==> config.mk <==
export PLATFORM = sky130hd
export DESIGN_NAME = led_strip_frame_serializer
export DESIGN_NICKNAME = d
export VERILOG_FILES = /design/src/hw/rtl/lsfs_pkg.sv /design/src/hw/rtl/lsfs_front.sv /design/src/hw/rtl/lsfs_queue.sv /design/src/hw/rtl/lsfs_back.sv /design/src/hw/rtl/led_strip_frame_serializer.sv
export SDC_FILE = /design/constraint.sdc
export NUM_CORES = 1
export LEC_CHECK = 0
export BUFFER_PORTS_ARGS = -buffer_cell sky130_fd_sc_hd__buf_4
export CORE_UTILIZATION = 55
export CTS_BUF_LIST = sky130_fd_sc_hd__clkbuf_2
export DETAILED_ROUTE_END_ITERATION = 16
export PLACE_DENSITY = 0.76
export SYNTH_ARGS = -nofsm -noshare
export SYNTH_HDL_FRONTEND = slang
export SYNTH_SLANG_ARGS = --single-unit
==> constraint.sdc <==
create_clock -name clock -period 6.66 [get_ports clock]
set_clock_uncertainty 0.05 [all_clocks]
set_input_delay 0.333 -clock clock [delete_from_list [all_inputs] [get_ports clock]]
set_output_delay 0.333 -clock clock [all_outputs]
set_load 0.1 [all_outputs]
==> src/hw/rtl/lsfs_pkg.sv <==
`timescale 1ns / 1ps

package lsfs_pkg;

   // command codes on the request channel
   localparam logic [1:0] CMD_START = 2'd0;
   localparam logic [1:0] CMD_LED   = 2'd1;
   localparam logic [1:0] CMD_END   = 2'd2;

   // configuration register indexes
   localparam logic [1:0] REG_BRIGHTNESS = 2'd0;
   localparam logic [1:0] REG_LED_COUNT  = 2'd1;

   localparam int CSR_INDEX_W = 2;
   localparam int CSR_DATA_W  = 7;
   localparam int BRIGHT_W    = 5;
   localparam int COUNT_W     = 7;
   localparam int FRAME_W     = 32;
   localparam int LEN_W       = 7;

   localparam logic [BRIGHT_W-1:0] BRIGHT_RESET = 5'd31;
   localparam logic [COUNT_W-1:0]  COUNT_RESET  = 7'd64;
   localparam logic [2:0]          LED_HEADER   = 3'b111;
   localparam logic [LEN_W-1:0]    FRAME_LEN    = 7'd32;

   localparam int QUEUE_DEPTH = 2;
   localparam int QPTR_W      = 1;
   localparam int QCNT_W      = 2;

   typedef struct packed {
      logic [1:0] cmd;
      logic [7:0] color_first;
      logic [7:0] color_second;
      logic [7:0] color_third;
   } req_type;

   typedef struct packed {
      logic data_bit;
      logic last_bit;
   } rsp_type;

   // one queued frame run: bits to shift (MSB first, zero fill after) and run length
   typedef struct packed {
      logic [FRAME_W-1:0] word;
      logic [LEN_W-1:0]   len;
   } desc_type;

endpackage

==> src/hw/rtl/lsfs_front.sv <==
`timescale 1ns / 1ps

module lsfs_front
   import lsfs_pkg::*;
#(
   parameter int MAX_LEDS = 64
) (
   input  logic                   clock,
   input  logic                   reset,
   input  logic                   csr_we,
   input  logic [CSR_INDEX_W-1:0] csr_index,
   input  logic [CSR_DATA_W-1:0]  csr_wdata,
   input  logic                   req_valid,
   input  req_type                req_data,
   output logic                   q_push,
   output desc_type               q_desc
);

   localparam int CLAMP_INT = (MAX_LEDS > 127) ? 127 : MAX_LEDS;
   localparam logic [COUNT_W-1:0] LED_CLAMP = COUNT_W'(CLAMP_INT);

   logic [BRIGHT_W-1:0] brightness_ff, brightness_in;
   logic [COUNT_W-1:0]  led_count_ff, led_count_in;
   logic [COUNT_W-1:0]  leds;
   logic [COUNT_W:0]    leds_round;
   logic [3:0]          groups;

   always_comb begin
      brightness_in = brightness_ff;
      led_count_in  = led_count_ff;
      if (csr_we) begin
         case (csr_index)
            REG_BRIGHTNESS: brightness_in = csr_wdata[BRIGHT_W-1:0];
            REG_LED_COUNT:  led_count_in  = csr_wdata[COUNT_W-1:0];
            default: ;
         endcase
      end
   end

   always_ff @(posedge clock) begin
      if (reset) begin
         brightness_ff <= BRIGHT_RESET;
         led_count_ff  <= COUNT_RESET;
      end else begin
         brightness_ff <= brightness_in;
         led_count_ff  <= led_count_in;
      end
   end

   // end frame: 8 zero bits per started group of 16 LEDs
   assign leds       = (led_count_ff > LED_CLAMP) ? LED_CLAMP : led_count_ff;
   assign leds_round = {1'b0, leds} + (COUNT_W + 1)'(15);
   assign groups     = leds_round[COUNT_W:4];

   always_comb begin
      q_push      = 1'b0;
      q_desc.word = '0;
      q_desc.len  = FRAME_LEN;
      case (req_data.cmd)
         CMD_START: q_push = req_valid;
         CMD_LED: begin
            q_push      = req_valid;
            q_desc.word = {LED_HEADER, brightness_ff, req_data.color_first,
                           req_data.color_second, req_data.color_third};
         end
         CMD_END: begin
            q_push     = req_valid;
            q_desc.len = FRAME_LEN + {groups, 3'b000};
         end
         default: ;  // unused code: drop
      endcase
   end

endmodule

==> src/hw/rtl/lsfs_queue.sv <==
`timescale 1ns / 1ps

module lsfs_queue
   import lsfs_pkg::*;
(
   input  logic     clock,
   input  logic     reset,
   input  logic     push,
   input  desc_type push_desc,
   input  logic     pop,
   output logic     full,
   output logic     nonempty,
   output desc_type head
);

   desc_type          entry_ff [QUEUE_DEPTH];
   logic [QPTR_W-1:0] wr_ptr_ff, wr_ptr_in;
   logic [QPTR_W-1:0] rd_ptr_ff, rd_ptr_in;
   logic [QCNT_W-1:0] count_ff, count_in;

   assign full     = (count_ff == QCNT_W'(QUEUE_DEPTH));
   assign nonempty = (count_ff != '0);
   assign head     = entry_ff[rd_ptr_ff];

   always_comb begin
      wr_ptr_in = push ? wr_ptr_ff + 1'b1 : wr_ptr_ff;
      rd_ptr_in = pop  ? rd_ptr_ff + 1'b1 : rd_ptr_ff;
      count_in  = count_ff;
      if (push && !pop) begin
         count_in = count_ff + 1'b1;
      end else if (pop && !push) begin
         count_in = count_ff - 1'b1;
      end
   end

   always_ff @(posedge clock) begin
      if (reset) begin
         wr_ptr_ff <= '0;
         rd_ptr_ff <= '0;
         count_ff  <= '0;
      end else begin
         wr_ptr_ff <= wr_ptr_in;
         rd_ptr_ff <= rd_ptr_in;
         count_ff  <= count_in;
      end
   end

   always_ff @(posedge clock) begin
      if (push) begin
         entry_ff[wr_ptr_ff] <= push_desc;
      end
   end

   a_count_bound: assert property (@(posedge clock) disable iff (reset)
      count_ff <= QCNT_W'(QUEUE_DEPTH))
      else $error("queue count exceeds depth");

   a_no_overflow: assert property (@(posedge clock) disable iff (reset)
      push |-> (!full || pop))
      else $error("push into full queue");

   a_no_underflow: assert property (@(posedge clock) disable iff (reset)
      pop |-> nonempty)
      else $error("pop from empty queue");

endmodule

==> src/hw/rtl/lsfs_back.sv <==
`timescale 1ns / 1ps

module lsfs_back
   import lsfs_pkg::*;
(
   input  logic     clock,
   input  logic     reset,
   input  logic     q_nonempty,
   input  desc_type q_head,
   output logic     q_pop,
   output logic     empty,
   input  logic     pop,
   output rsp_type  rsp_data
);

   logic               busy_ff, busy_in;
   logic [FRAME_W-1:0] shift_ff, shift_in;
   logic [LEN_W-1:0]   remain_ff, remain_in;
   logic               out_valid_ff, out_valid_in;
   rsp_type            out_ff, out_in;
   logic               advance;
   logic               run_done;

   assign advance  = busy_ff && (!out_valid_ff || pop);
   assign run_done = advance && (remain_ff == LEN_W'(1));
   assign q_pop    = q_nonempty && (!busy_ff || run_done);

   always_comb begin
      busy_in      = busy_ff;
      shift_in     = shift_ff;
      remain_in    = remain_ff;
      out_valid_in = out_valid_ff;
      out_in       = out_ff;
      if (advance) begin
         out_valid_in    = 1'b1;
         out_in.data_bit = shift_ff[FRAME_W-1];
         out_in.last_bit = run_done;
         shift_in        = {shift_ff[FRAME_W-2:0], 1'b0};
         remain_in       = remain_ff - 1'b1;
         busy_in         = !run_done;
      end else if (pop) begin
         out_valid_in = 1'b0;
      end
      // load the next run straight behind the last bit of this one
      if (q_pop) begin
         busy_in   = 1'b1;
         shift_in  = q_head.word;
         remain_in = q_head.len;
      end
   end

   always_ff @(posedge clock) begin
      if (reset) begin
         busy_ff      <= 1'b0;
         out_valid_ff <= 1'b0;
      end else begin
         busy_ff      <= busy_in;
         out_valid_ff <= out_valid_in;
      end
   end

   always_ff @(posedge clock) begin
      shift_ff  <= shift_in;
      remain_ff <= remain_in;
      out_ff    <= out_in;
   end

   assign empty    = !out_valid_ff;
   assign rsp_data = out_ff;

   a_busy_len: assert property (@(posedge clock) disable iff (reset)
      busy_ff |-> (remain_ff != '0))
      else $error("busy with no bits left");

   a_last_mark: assert property (@(posedge clock) disable iff (reset)
      run_done |=> (out_valid_ff && out_ff.last_bit))
      else $error("final bit not marked");

   a_count_down: assert property (@(posedge clock) disable iff (reset)
      (advance && !run_done) |=> (remain_ff == $past(remain_ff) - 1'b1))
      else $error("bit counter skipped");

endmodule

==> src/hw/rtl/led_strip_frame_serializer.sv <==
`timescale 1ns / 1ps

// Frame serializer for a two-wire addressable LED strip.
// Requests enter through push/full as req_data (cmd and three colour bytes);
// a request is taken on a clock edge with push high and full low. cmd 0 gives
// a 32-bit zero start frame, cmd 1 an LED frame (111, brightness, colour bytes
// first/second/third), cmd 2 a 32-bit zero end frame plus 8 zero bits per
// started group of 16 LEDs; cmd 3 is taken and dropped.
// Results leave one data bit per entry through empty/pop, MSB first; last_bit
// marks the final bit of each request's run.
// A request's bits pass from its queue entry through the back-end shift
// register and the output register to rsp_data. Throughput: one bit per cycle
// while the output is not stalled; start and LED runs are 32 bits, end runs
// 32 + 8 * groups bits (at most 96). Runs follow each other with no gap.
// A two-entry queue between front end and back end keeps taking requests
// while the receiver stalls; full rises once both entries wait behind the
// run in progress. Reset empties everything and sets brightness to 31 and
// LED count to 64. Write csr_* only while idle.

module led_strip_frame_serializer
   import lsfs_pkg::*;
#(
   parameter int MAX_LEDS = 64
) (
   input  logic                   clock,
   input  logic                   reset,
   input  logic                   csr_we,
   input  logic [CSR_INDEX_W-1:0] csr_index,
   input  logic [CSR_DATA_W-1:0]  csr_wdata,
   input  logic                   push,
   output logic                   full,
   input  req_type                req_data,
   output logic                   empty,
   input  logic                   pop,
   output rsp_type                rsp_data
);

   logic     front_push;
   desc_type front_desc;
   logic     q_pop;
   logic     q_nonempty;
   desc_type q_head;

   // classify the request and build the frame descriptor
   lsfs_front #(
      .MAX_LEDS (MAX_LEDS)
   ) u_front (
      .clock     (clock),
      .reset     (reset),
      .csr_we    (csr_we),
      .csr_index (csr_index),
      .csr_wdata (csr_wdata),
      .req_valid (push && !full),
      .req_data  (req_data),
      .q_push    (front_push),
      .q_desc    (front_desc)
   );

   // decouple front end from the serializer
   lsfs_queue u_queue (
      .clock     (clock),
      .reset     (reset),
      .push      (front_push),
      .push_desc (front_desc),
      .pop       (q_pop),
      .full      (full),
      .nonempty  (q_nonempty),
      .head      (q_head)
   );

   // shift out one bit per cycle into the output register while it is free or popped
   lsfs_back u_back (
      .clock      (clock),
      .reset      (reset),
      .q_nonempty (q_nonempty),
      .q_head     (q_head),
      .q_pop      (q_pop),
      .empty      (empty),
      .pop        (pop),
      .rsp_data   (rsp_data)
   );

endmodule
# Word level (Yosys, flattened, before mapping)
# Memory sizes are Yosys's and may differ from the RTL's. A register that Yosys moved wholly into a read port is not among the register bits.
# Index checks and enable logic that the tools add are counted.
dict set report totals {
  word_cells 66
  latch_bits 0
  out_inout_bits 4
  mem_bits_rw 78
  reg_bits 59
  memories 1
  inputBits 40
  mem_bits_ro 0
}
# memory depth word_bits rd rd_clocked_by_memory_dff wr line_no
set memory_table {}
lappend memory_table {u_queue.entry_ff 2 39 1 1 1 lsfs_queue.sv:16} ;# desc_type entry_ff [QUEUE_DEPTH];
dict set report classes {
  mul 0
  addsub 7
  n_eq_ne 5
  n_div 0
  magnitude_cmp 1
  n_shift 0
  muxes 18
  n_bitwise 0
  n_reduce_logical 23
}
# operator n
set op_table {}
lappend op_table {{32-bit 2-to-1 mux} 3}
lappend op_table {{7-bit 2-to-1 mux} 4}
lappend op_table {{1-bit 2-to-1 mux} 9}
lappend op_table {{7-bit by 4-bit adder with 8-bit output, second input constant} 1}
lappend op_table {{2-bit nonzero test} 4}
lappend op_table {{6-bit by 7-bit adder with 7-bit output, first input constant} 1}
lappend op_table {{7-bit by 1-bit == test with 1-bit output, second input constant} 1}
lappend op_table {{7-bit greater-than comparator, second input constant} 1}
lappend op_table {{7-bit by 1-bit subtractor with 7-bit output, second input constant} 1}
lappend op_table {{1-bit logical AND} 6}
lappend op_table {{1-bit zero test} 6}
lappend op_table {{2-bit by 1-bit == test with 1-bit output, second input constant} 2}
lappend op_table {{2-bit == test, second input constant} 2}
lappend op_table {{2-bit zero test} 2}
lappend op_table {{2-bit 2-to-1 mux} 2}
lappend op_table {{2-bit AND reduction} 2}
lappend op_table {{3-bit OR reduction} 1}
lappend op_table {{1-bit adder, second input constant} 2}
lappend op_table {{2-bit by 1-bit adder with 2-bit output, second input constant} 1}
lappend op_table {{1-bit logical OR} 2}
lappend op_table {{2-bit by 1-bit subtractor with 2-bit output, second input constant} 1}

# Depth between registers and ports, before layout
# Gate-level depths: netlist of the first run.
dict set report depth {
  word_depth 9
  depth_mapped 12
  mapped_depth_nobuf 10
}

# By module
# Synthesis of the first run repeated with hierarchy kept, for this count alone.
dict set report hier_totals {
  hier_cells 351
  hier_area_um2 5785.5
}
# mod seq_area_each_um2 area_per_inst_um2 instances cells_each
set modules_own_cells {}
lappend modules_own_cells {lsfs_queue 2442.3 3020.4 1 143}
lappend modules_own_cells {lsfs_back 1271.2 1979.4 1 116}
lappend modules_own_cells {lsfs_front 240.2 772.0 1 91}
lappend modules_own_cells {led_strip_frame_serializer 0.0 13.8 1 1}

# Worst setup path before layout of the first run
# Ideal clock, no wire load.
dict set report synth_path {
  path_kind {register to register}
  startpoint {register u_queue.count_ff[0]}
  endpoint {register u_back.remain_ff[0] (enable)}
  n_path_buf 2
  stages_incl_launch_ff 6
  required_ns 6.162
  arrival_ns 2.915
  setup_time_ns 0.448
  path_slack_ns 3.247
  path_cell_list {dfxtp_1 -> or2_2 -> clkbuf_1 -> clkbuf_1 -> nor2_1 -> a21oi_1}
}
dict set report synth_via {
  elab_chain_len 3
}
# element line_no
set synth_rtl {}
lappend synth_rtl {{start, declared} lsfs_queue.sv:19} ;# logic [QCNT_W-1:0] count_ff, count_in;
lappend synth_rtl {{start signal, assigned} lsfs_queue.sv:44} ;# count_ff <= count_in;
lappend synth_rtl {{2-bit nonzero test} lsfs_queue.sv:22} ;# assign nonempty = (count_ff != '0);
lappend synth_rtl {{1-bit logical AND} lsfs_back.sv:26} ;# assign q_pop = q_nonempty && (!busy_ff || run_done);
lappend synth_rtl {{2-bit nonzero test (no line)} -}
lappend synth_rtl {{end signal, assigned} lsfs_back.sv:64} ;# remain_ff <= remain_in;
lappend synth_rtl {{end, declared} lsfs_back.sv:18} ;# logic [LEN_W-1:0] remain_ff, remain_in;
# Every way passes these cells.
# A chain may end at the register's enable or synchronous reset.

# Worst setup path in the final report of the first run
dict set report layout_path {
  startpoint {register u_back.remain_ff[1]}
  endpoint {register u_queue.count_ff[1]}
}
dict set report layout_via {
  elab_chain_len 7
  word_cells_on_any_way 9
  cone_classes {1 x eq/ne; 1 x mux; 7 x reduce/logical}
}
# element line_no
set layout_rtl {}
lappend layout_rtl {{7-bit by 1-bit == test with 1-bit output *} lsfs_back.sv:25} ;# assign run_done = advance && (remain_ff == LEN_W'(1));
lappend layout_rtl {{1-bit logical AND *} lsfs_back.sv:25}
lappend layout_rtl {{1-bit logical OR *} lsfs_back.sv:26}
lappend layout_rtl {{1-bit logical AND *} lsfs_back.sv:26}
lappend layout_rtl {{1-bit zero test} lsfs_queue.sv:29} ;# if (push && !pop) begin
lappend layout_rtl {{1-bit logical AND} lsfs_queue.sv:29}
lappend layout_rtl {{2-bit 2-to-1 mux / 2-bit nonzero test (equally long branches)} -}
# Mark *: on every way between the ends. The rest lies on a longest branch, timed or not.

==> results of run 1 <==
-- cells in the mapped netlist (all sizes together) (2+ instances only) --
master / n
inv: 7
ha: 3
and2: 31
a21oi: 59
or3: 2
nand2: 2
nand3: 3
a211o: 6
nor2: 22
buf: 10
o21a: 3
xnor2: 3
edfxtp: 109
o21ai: 3
xor2: 6
clkbuf: 12
nor3b: 3
dfxtp: 19
mux2i: 44
nor2b: 10
-- power by group --
group / switching (uW) / internal, uW
combinational: 436 / 279
sequential: 136 / 1180
clock: 264 / 200
-- area by class of cell --
cell class / count / area share
multi-input cells: 211 / 0.233
clock buffers: 17 / 0.0136
repair buffers: 85 / 0.117
inverters: 7 / 0.00419
clock inverters: 14 / 0.0238
flip-flops and latches: 128 / 0.583
well taps: 129 / 0.0258
-- tightest hold or removal path: stages --
cell     delay, ns
buf_4         0.07
nor2b_1       0.12
nor2_1        0.14
nor2_1        0.05
-- cell families after synthesis --
logic type / synth area share
DFF: 0.700
xor gates and xnor gates: 0.0151
muxes: 0.0843
adders and majority gates: 0.00719
and+or+nand+nor: 0.0882
AOI/OAI and AO/OA: 0.0817
buffers and inverters: 0.0240
-- sequential cells by signal (all words and copies together) (netlist names), 2 cells and up, named ones only --
signal	flops
u_queue.entry_ff	68
u_back.shift_ff	32
u_back.remain_ff	7
u_front.led_count_ff	7
u_front.brightness_ff	5
u_back.rsp_data	2
u_queue.count_ff	2
-- placed cells by master, fill, tap and decap left out, types with 4 or more instances in the layout --
cell type and instances:
clkinv_2 4, mux2i_1 44, xor2_1 6, nor2b_1 9, inv_1 6, and2_1 31
a211o_1 6, dfxtp_1 18, edfxtp_1 109, a21oi_1 58, clkinv_1 4, clkbuf_2 17
nor2_1 22, dlygate4sd3_1 37, buf_4 48
-- worst max path at each step --
stage	end	cells past startpoint	slack (ns)	start
after floorplan	u_back.remain_ff[0]	5	3.25	u_queue.count_ff[0]
after global placement	u_queue.count_ff[1]	10	3.94	u_back.remain_ff[1]
after detailed placement	u_queue.count_ff[1]	10	3.81	u_back.remain_ff[1]
after CTS	u_queue.count_ff[1]	10	3.75	u_back.remain_ff[1]
after global routing	u_queue.count_ff[1]	10	3.61	u_back.remain_ff[1]
final	u_queue.count_ff[1]	10	3.75	u_back.remain_ff[1]
-- metal layers --
layer,routed length (um),track usage
met2,4550,0.322
met1,3600,0.218
met5,0,0
met4,116,0.0905
met3,366,0.0569
-- per-stage QoR --
step,area [um^2],std cells
2_1_floorplan,5220,368
3_3_place_gp,5660,523
3_5_place_dp,5660,523
4_1_cts,6260,591
5_1_grt,6260,591
6_report,6260,591
-- repair_timing --
item | 4_1_cts | 5_1_grt
buffers inserted | 0 | 0
hold endpoints to repair | 72 | 0
setup endpoints to repair | 0 | 0
hold buffers | 37 | 0
==> out/metrics.yaml, run 1 <==
end_kind: "register"
numCtsBuffers: 17
dp.final_hpwl_mm: 4.96
reg2reg_depth: 10
ios: 44
io_buffers: 43
hold_ws_ns: 0.0521
drcViolationCount: 0
cp_slowest_cell: "or4b_4"
setup_tns_ns: 0
cts_tree: "yes"
gp_congestion: 0.793
insertion_delay_ns: 0.65
layout-drive-gt1-share: 0.180
cts_root_buffer: "clkbuf_2"
yosysWarnings: 0
htreeDepth: 4
synthFlopType: "edfxtp_1"
fill_cells: 645
via_per_inst: 5.29
grt_pass1_vias: 3054
slowest_delay_ns: 0.48
totalWireLength_mm: 8.64
seq_area_mm2: 0.00365
hold_violations: 0
syn_area_per_cell_um2: 14.2
synth_edf_count: 109
vias: 3128
crit_path_cell_trace: "inv_1 -> ha_1 -> or4b_4 -> o41ai_4 -> buf_4 -> and2_1 -> inv_2 -> ha_1 -> or3_1 -> a21oi_1"
fin_crit_ns: 2.91
crit_path_frequent_cell: "ha_1"
reg2reg_from: "u_back.remain_ff[1]"
ant_nets: 0
final_util: 0.678
die_h_um: 99.4
synth_cell_types: 34
reg2reg_to: "u_queue.count_ff[1]"
synth_top_area_share: 0.627
gr-total-overflow: 0
status: "finished, final reports clean"
synth_area_leaders: "edfxtp_1, mux2i_1, dfxtp_1"
clock_path_buffers: 2
p_leak_uw: 0.00227
cts_sinks: 128
fin_crit_sh: 0.436
syn_inst: 368
setup_slack_ns: 3.75
holdPathEnd: "u_back.out_valid_ff"
multiInputGateArea_mm2: 0.00146
cap_violations: 0
cp.buffers_inverters: 3
post-place-ws_ns: 3.81
start_util: 0.565
groute.usage.overall: 0.189
p_per_area_mw_per_mm2: 399
reg2reg_slack_ns: 3.75
post-synth-top-area-cell: "edfxtp_1"
async_flop_share: 0
slew_violations: 0
yosys_register_bits: 128
antenna_cells: 0
crit_type: "register to register"
final_nets: 493
arrival_ns: 3.45
p_total_uw: 2500
die_w_um: 99.4
grt_pass1_wl_mm: 13.9
core_area_mm2: 0.00924
die_area_mm2: 0.00989
hold_path_startpoint: "pop"
ctsResizeCount: 0
std_cell_rows: 35
wl_per_cell_um: 14.6
grt_max_degree: 41
start_kind: "register"
maxClockFrequency_ghz: 0.344
ys_seq_area_frac: 0.700
required_ns: 7.20
rsz0062_at_grt: "no"
hold_path_class: "input pin to register"
synth_nets: 411
crit_fanout: 32
path_clk_slew_ns: 0.18
syn_area_mm2: 0.00522
drtIter0Drc: 189
holdPathStages: 4
setup_viol: 0
drt_pre_antenna_iters: 4
grt_antenna_before_repair: 0
tightest_slew_ns: 1.19
area_growth_pct: 20.0
slew_headroom: 0.202
crit_family: "simple AND/OR/NAND/NOR gates"
ir_drop_mv: 0.203
No activity file was read; power rests on OpenSTA's default activity.
==> run 2: changes to the inputs <==
- ABC_AREA: not set -> 1
- PLACE_DENSITY: 0.76 -> 0.79
- clock period: 6.66 -> 2.35 ns (I/O delays scaled with it)
==> run 2 against run 1 <==
Global-route usage up 3.3 points. Power rose to 3.0 times the previous value. Critical path depth down 1. Count of clock-buffer cells in the layout up 2. Highest routed layer unchanged. Final cell count up 15%. Core utilization up 3.5 points.
==> out/metrics.yaml, run 2 <==
ant_nets: 0
regMostFlops: "u_queue.entry_ff"
totalWireLength_mm: 10.2
setup_tns_ns: 0
groute.usage.overall: 0.222
final_nets: 578
path_clk_slew_ns: 0.18
via_per_inst: 5.05
final_util: 0.713
cts_sinks: 128
ir_drop_mv: 0.637
largest_register_ffs: 68
syn_area_per_cell_um2: 12.5
cp_slowest_cell: "dlygate4sd3_1"
p_total_uw: 7480
vias: 3419
p_leak_uw: 0.00267
syn_area_mm2: 0.00537
synth_common_cells: "edfxtp_1, nand2_1, nor2_1"
crit_fanout: 10
drt_pre_antenna_iters: 5
setup_viol: 0
crit_type: "input pin to register"
synth_cell_types: 27
grt_antenna_before_repair: 0
gr-total-overflow: 0
wl_per_cell_um: 15.1
gr-max-usage-layer: "met2"
most-common-layout-cells: "edfxtp_1, nand2_1, inv_1, nor2_1, dlygate4sd3_1"
rsz0062_at_grt: "no"
synthFlopType: "edfxtp_1"
use_met1: 0.266
cts_root_buffer: "clkbuf_2"
fin_crit_ns: 2.20
cap_violations: 0
hold_ws_ns: 0.154
antenna_cells: 0
insertion_delay_ns: 0.62
end_kind: "register"
grt_use_met2: 0.388
io_buffers: 43
use_met3: 0.0562
maxClockFrequency_ghz: 0.454
synth_nets: 473
grt_pass1_wl_mm: 16.8
holdPathStages: 3
drcViolationCount: 0
ios: 44
top_regs: "u_queue.entry_ff: 68 flops, u_back.shift_ff: 32 flops"
core_area_mm2: 0.00933
numCtsBuffers: 17
yosys_register_bits: 128
area_growth_pct: 24.0
hold_path_class: "input pin to register"
reg2reg_depth: 12
fin_crit_sh: 0.938
arrival_ns: 2.70
die_h_um: 101
die_w_um: 101
slew_violations: 0
p_per_area_mw_per_mm2: 1120
crit_path_cell_trace: "dlygate4sd3_1 -> buf_4 -> inv_1 -> nand2_1 -> nor2_2 -> nand2_1 -> dlygate4sd3_1 -> o211ai_1 -> dlygate4sd3_1"
cts_tree: "yes"
post-synth-top-area-cell: "edfxtp_1"
required_ns: 2.84
std_cell_rows: 35
synthMostInstantiatedCell: "edfxtp_1"
grt_pass1_vias: 3537
grt_max_degree: 70
clock_path_buffers: 2
tightest_slew_ns: 0.686
hold_violations: 0
ys_seq_area_frac: 0.680
slowest_delay_ns: 0.61
start_util: 0.576
yosysWarnings: 0
syn_inst: 430
synth_edf_count: 109
drtIter0Drc: 177
fill_cells: 591
start_kind: "input pin"
htreeDepth: 4
crit_path_frequent_cell: "dlygate4sd3_1"
layout-drive-gt1-share: 0.234
slew_headroom: 0.538
gp_congestion: 0.762
final_common_cell: "edfxtp_1"
synth_area_leaders: "edfxtp_1, dfxtp_1, mux2i_1"
dp.final_hpwl_mm: 5.42
synth_top_area_share: 0.610
die_area_mm2: 0.0102
status: "finished, final reports clean"
async_flop_share: 0
run 2: final cells by class:
class                           count  area, um^2  share of cell area
Tap cell                          129         161              0.0243
Clock inverter                     13         169              0.0254
Multi-Input combinational cell    231        1410               0.212
Sequential cell                   128        3650               0.549
Inverter                           56         210              0.0316
Clock buffer                       19        95.1              0.0143
Timing Repair Buffer              101         951               0.143
run 2: metal layers:
layer | up-vias | wire length (um)
li1 | 1677 | -
met4 | 0 | 176
met2 | 94 | 5510
met5 | - | 0
met1 | 1632 | 4150
met3 | 16 | 363
run 2: per-stage QoR:
| step | setup WS, ns | instance area [um^2] | std cells |
|---|---|---|---|
| after floorplan | 0.123 | 5380 | 430 |
| after detailed placement | 0.381 | 5870 | 593 |
| after global placement | 0.446 | 5870 | 593 |
| after CTS | 0.258 | 6650 | 677 |
| final | 0.146 | 6660 | 677 |
| after global routing | 0.127 | 6660 | 677 |
run 2: repair_timing:
item	in CTS	in global routing
setup endpoints to repair	0	1
resized for setup	0	1
setup buffers	0	0
hold buffers	52	0
endpoints found under the hold margin	79	0
run 2: kinds of logic (layout without fill, tap and decap cells):
group,Yosys count,after routing,share of synthesized area
compound gates,61,61,0.0832
xor+xnor,5,5,0.00816
fa+ha+maj,3,3,0.00699
mux,32,32,0.0597
buf+inv,71,189,0.0613
flops,128,128,0.680
simple gates,130,130,0.100
run 2: worst paths after layout:
path | end | from | slack [ns]
worst min register to register | u_back.rsp_data[1] | u_back.shift_ff[31] | 0.42
worst min-delay path | u_back.busy_ff | reset | 0.15
worst max register to register | u_queue.count_ff[1] | u_back.remain_ff[1] | 0.37
worst max-delay path | u_front.brightness_ff[4] | csr_index[1] | 0.15
run 2: critical path: cells and delay by family:
kind                   cells  cell delay [ns]
buffers and inverters      5             1.95
AOI/OAI and AO/OA          1             0.11
and+or+nand+nor            3             0.51
run 2: report_power, final:
group | internal (uW) | total, uW | switching (uW)
Sequential | 3310 | 3570 | 254
Clock | 690 | 1460 | 769
Combinational | 907 | 2450 | 1540
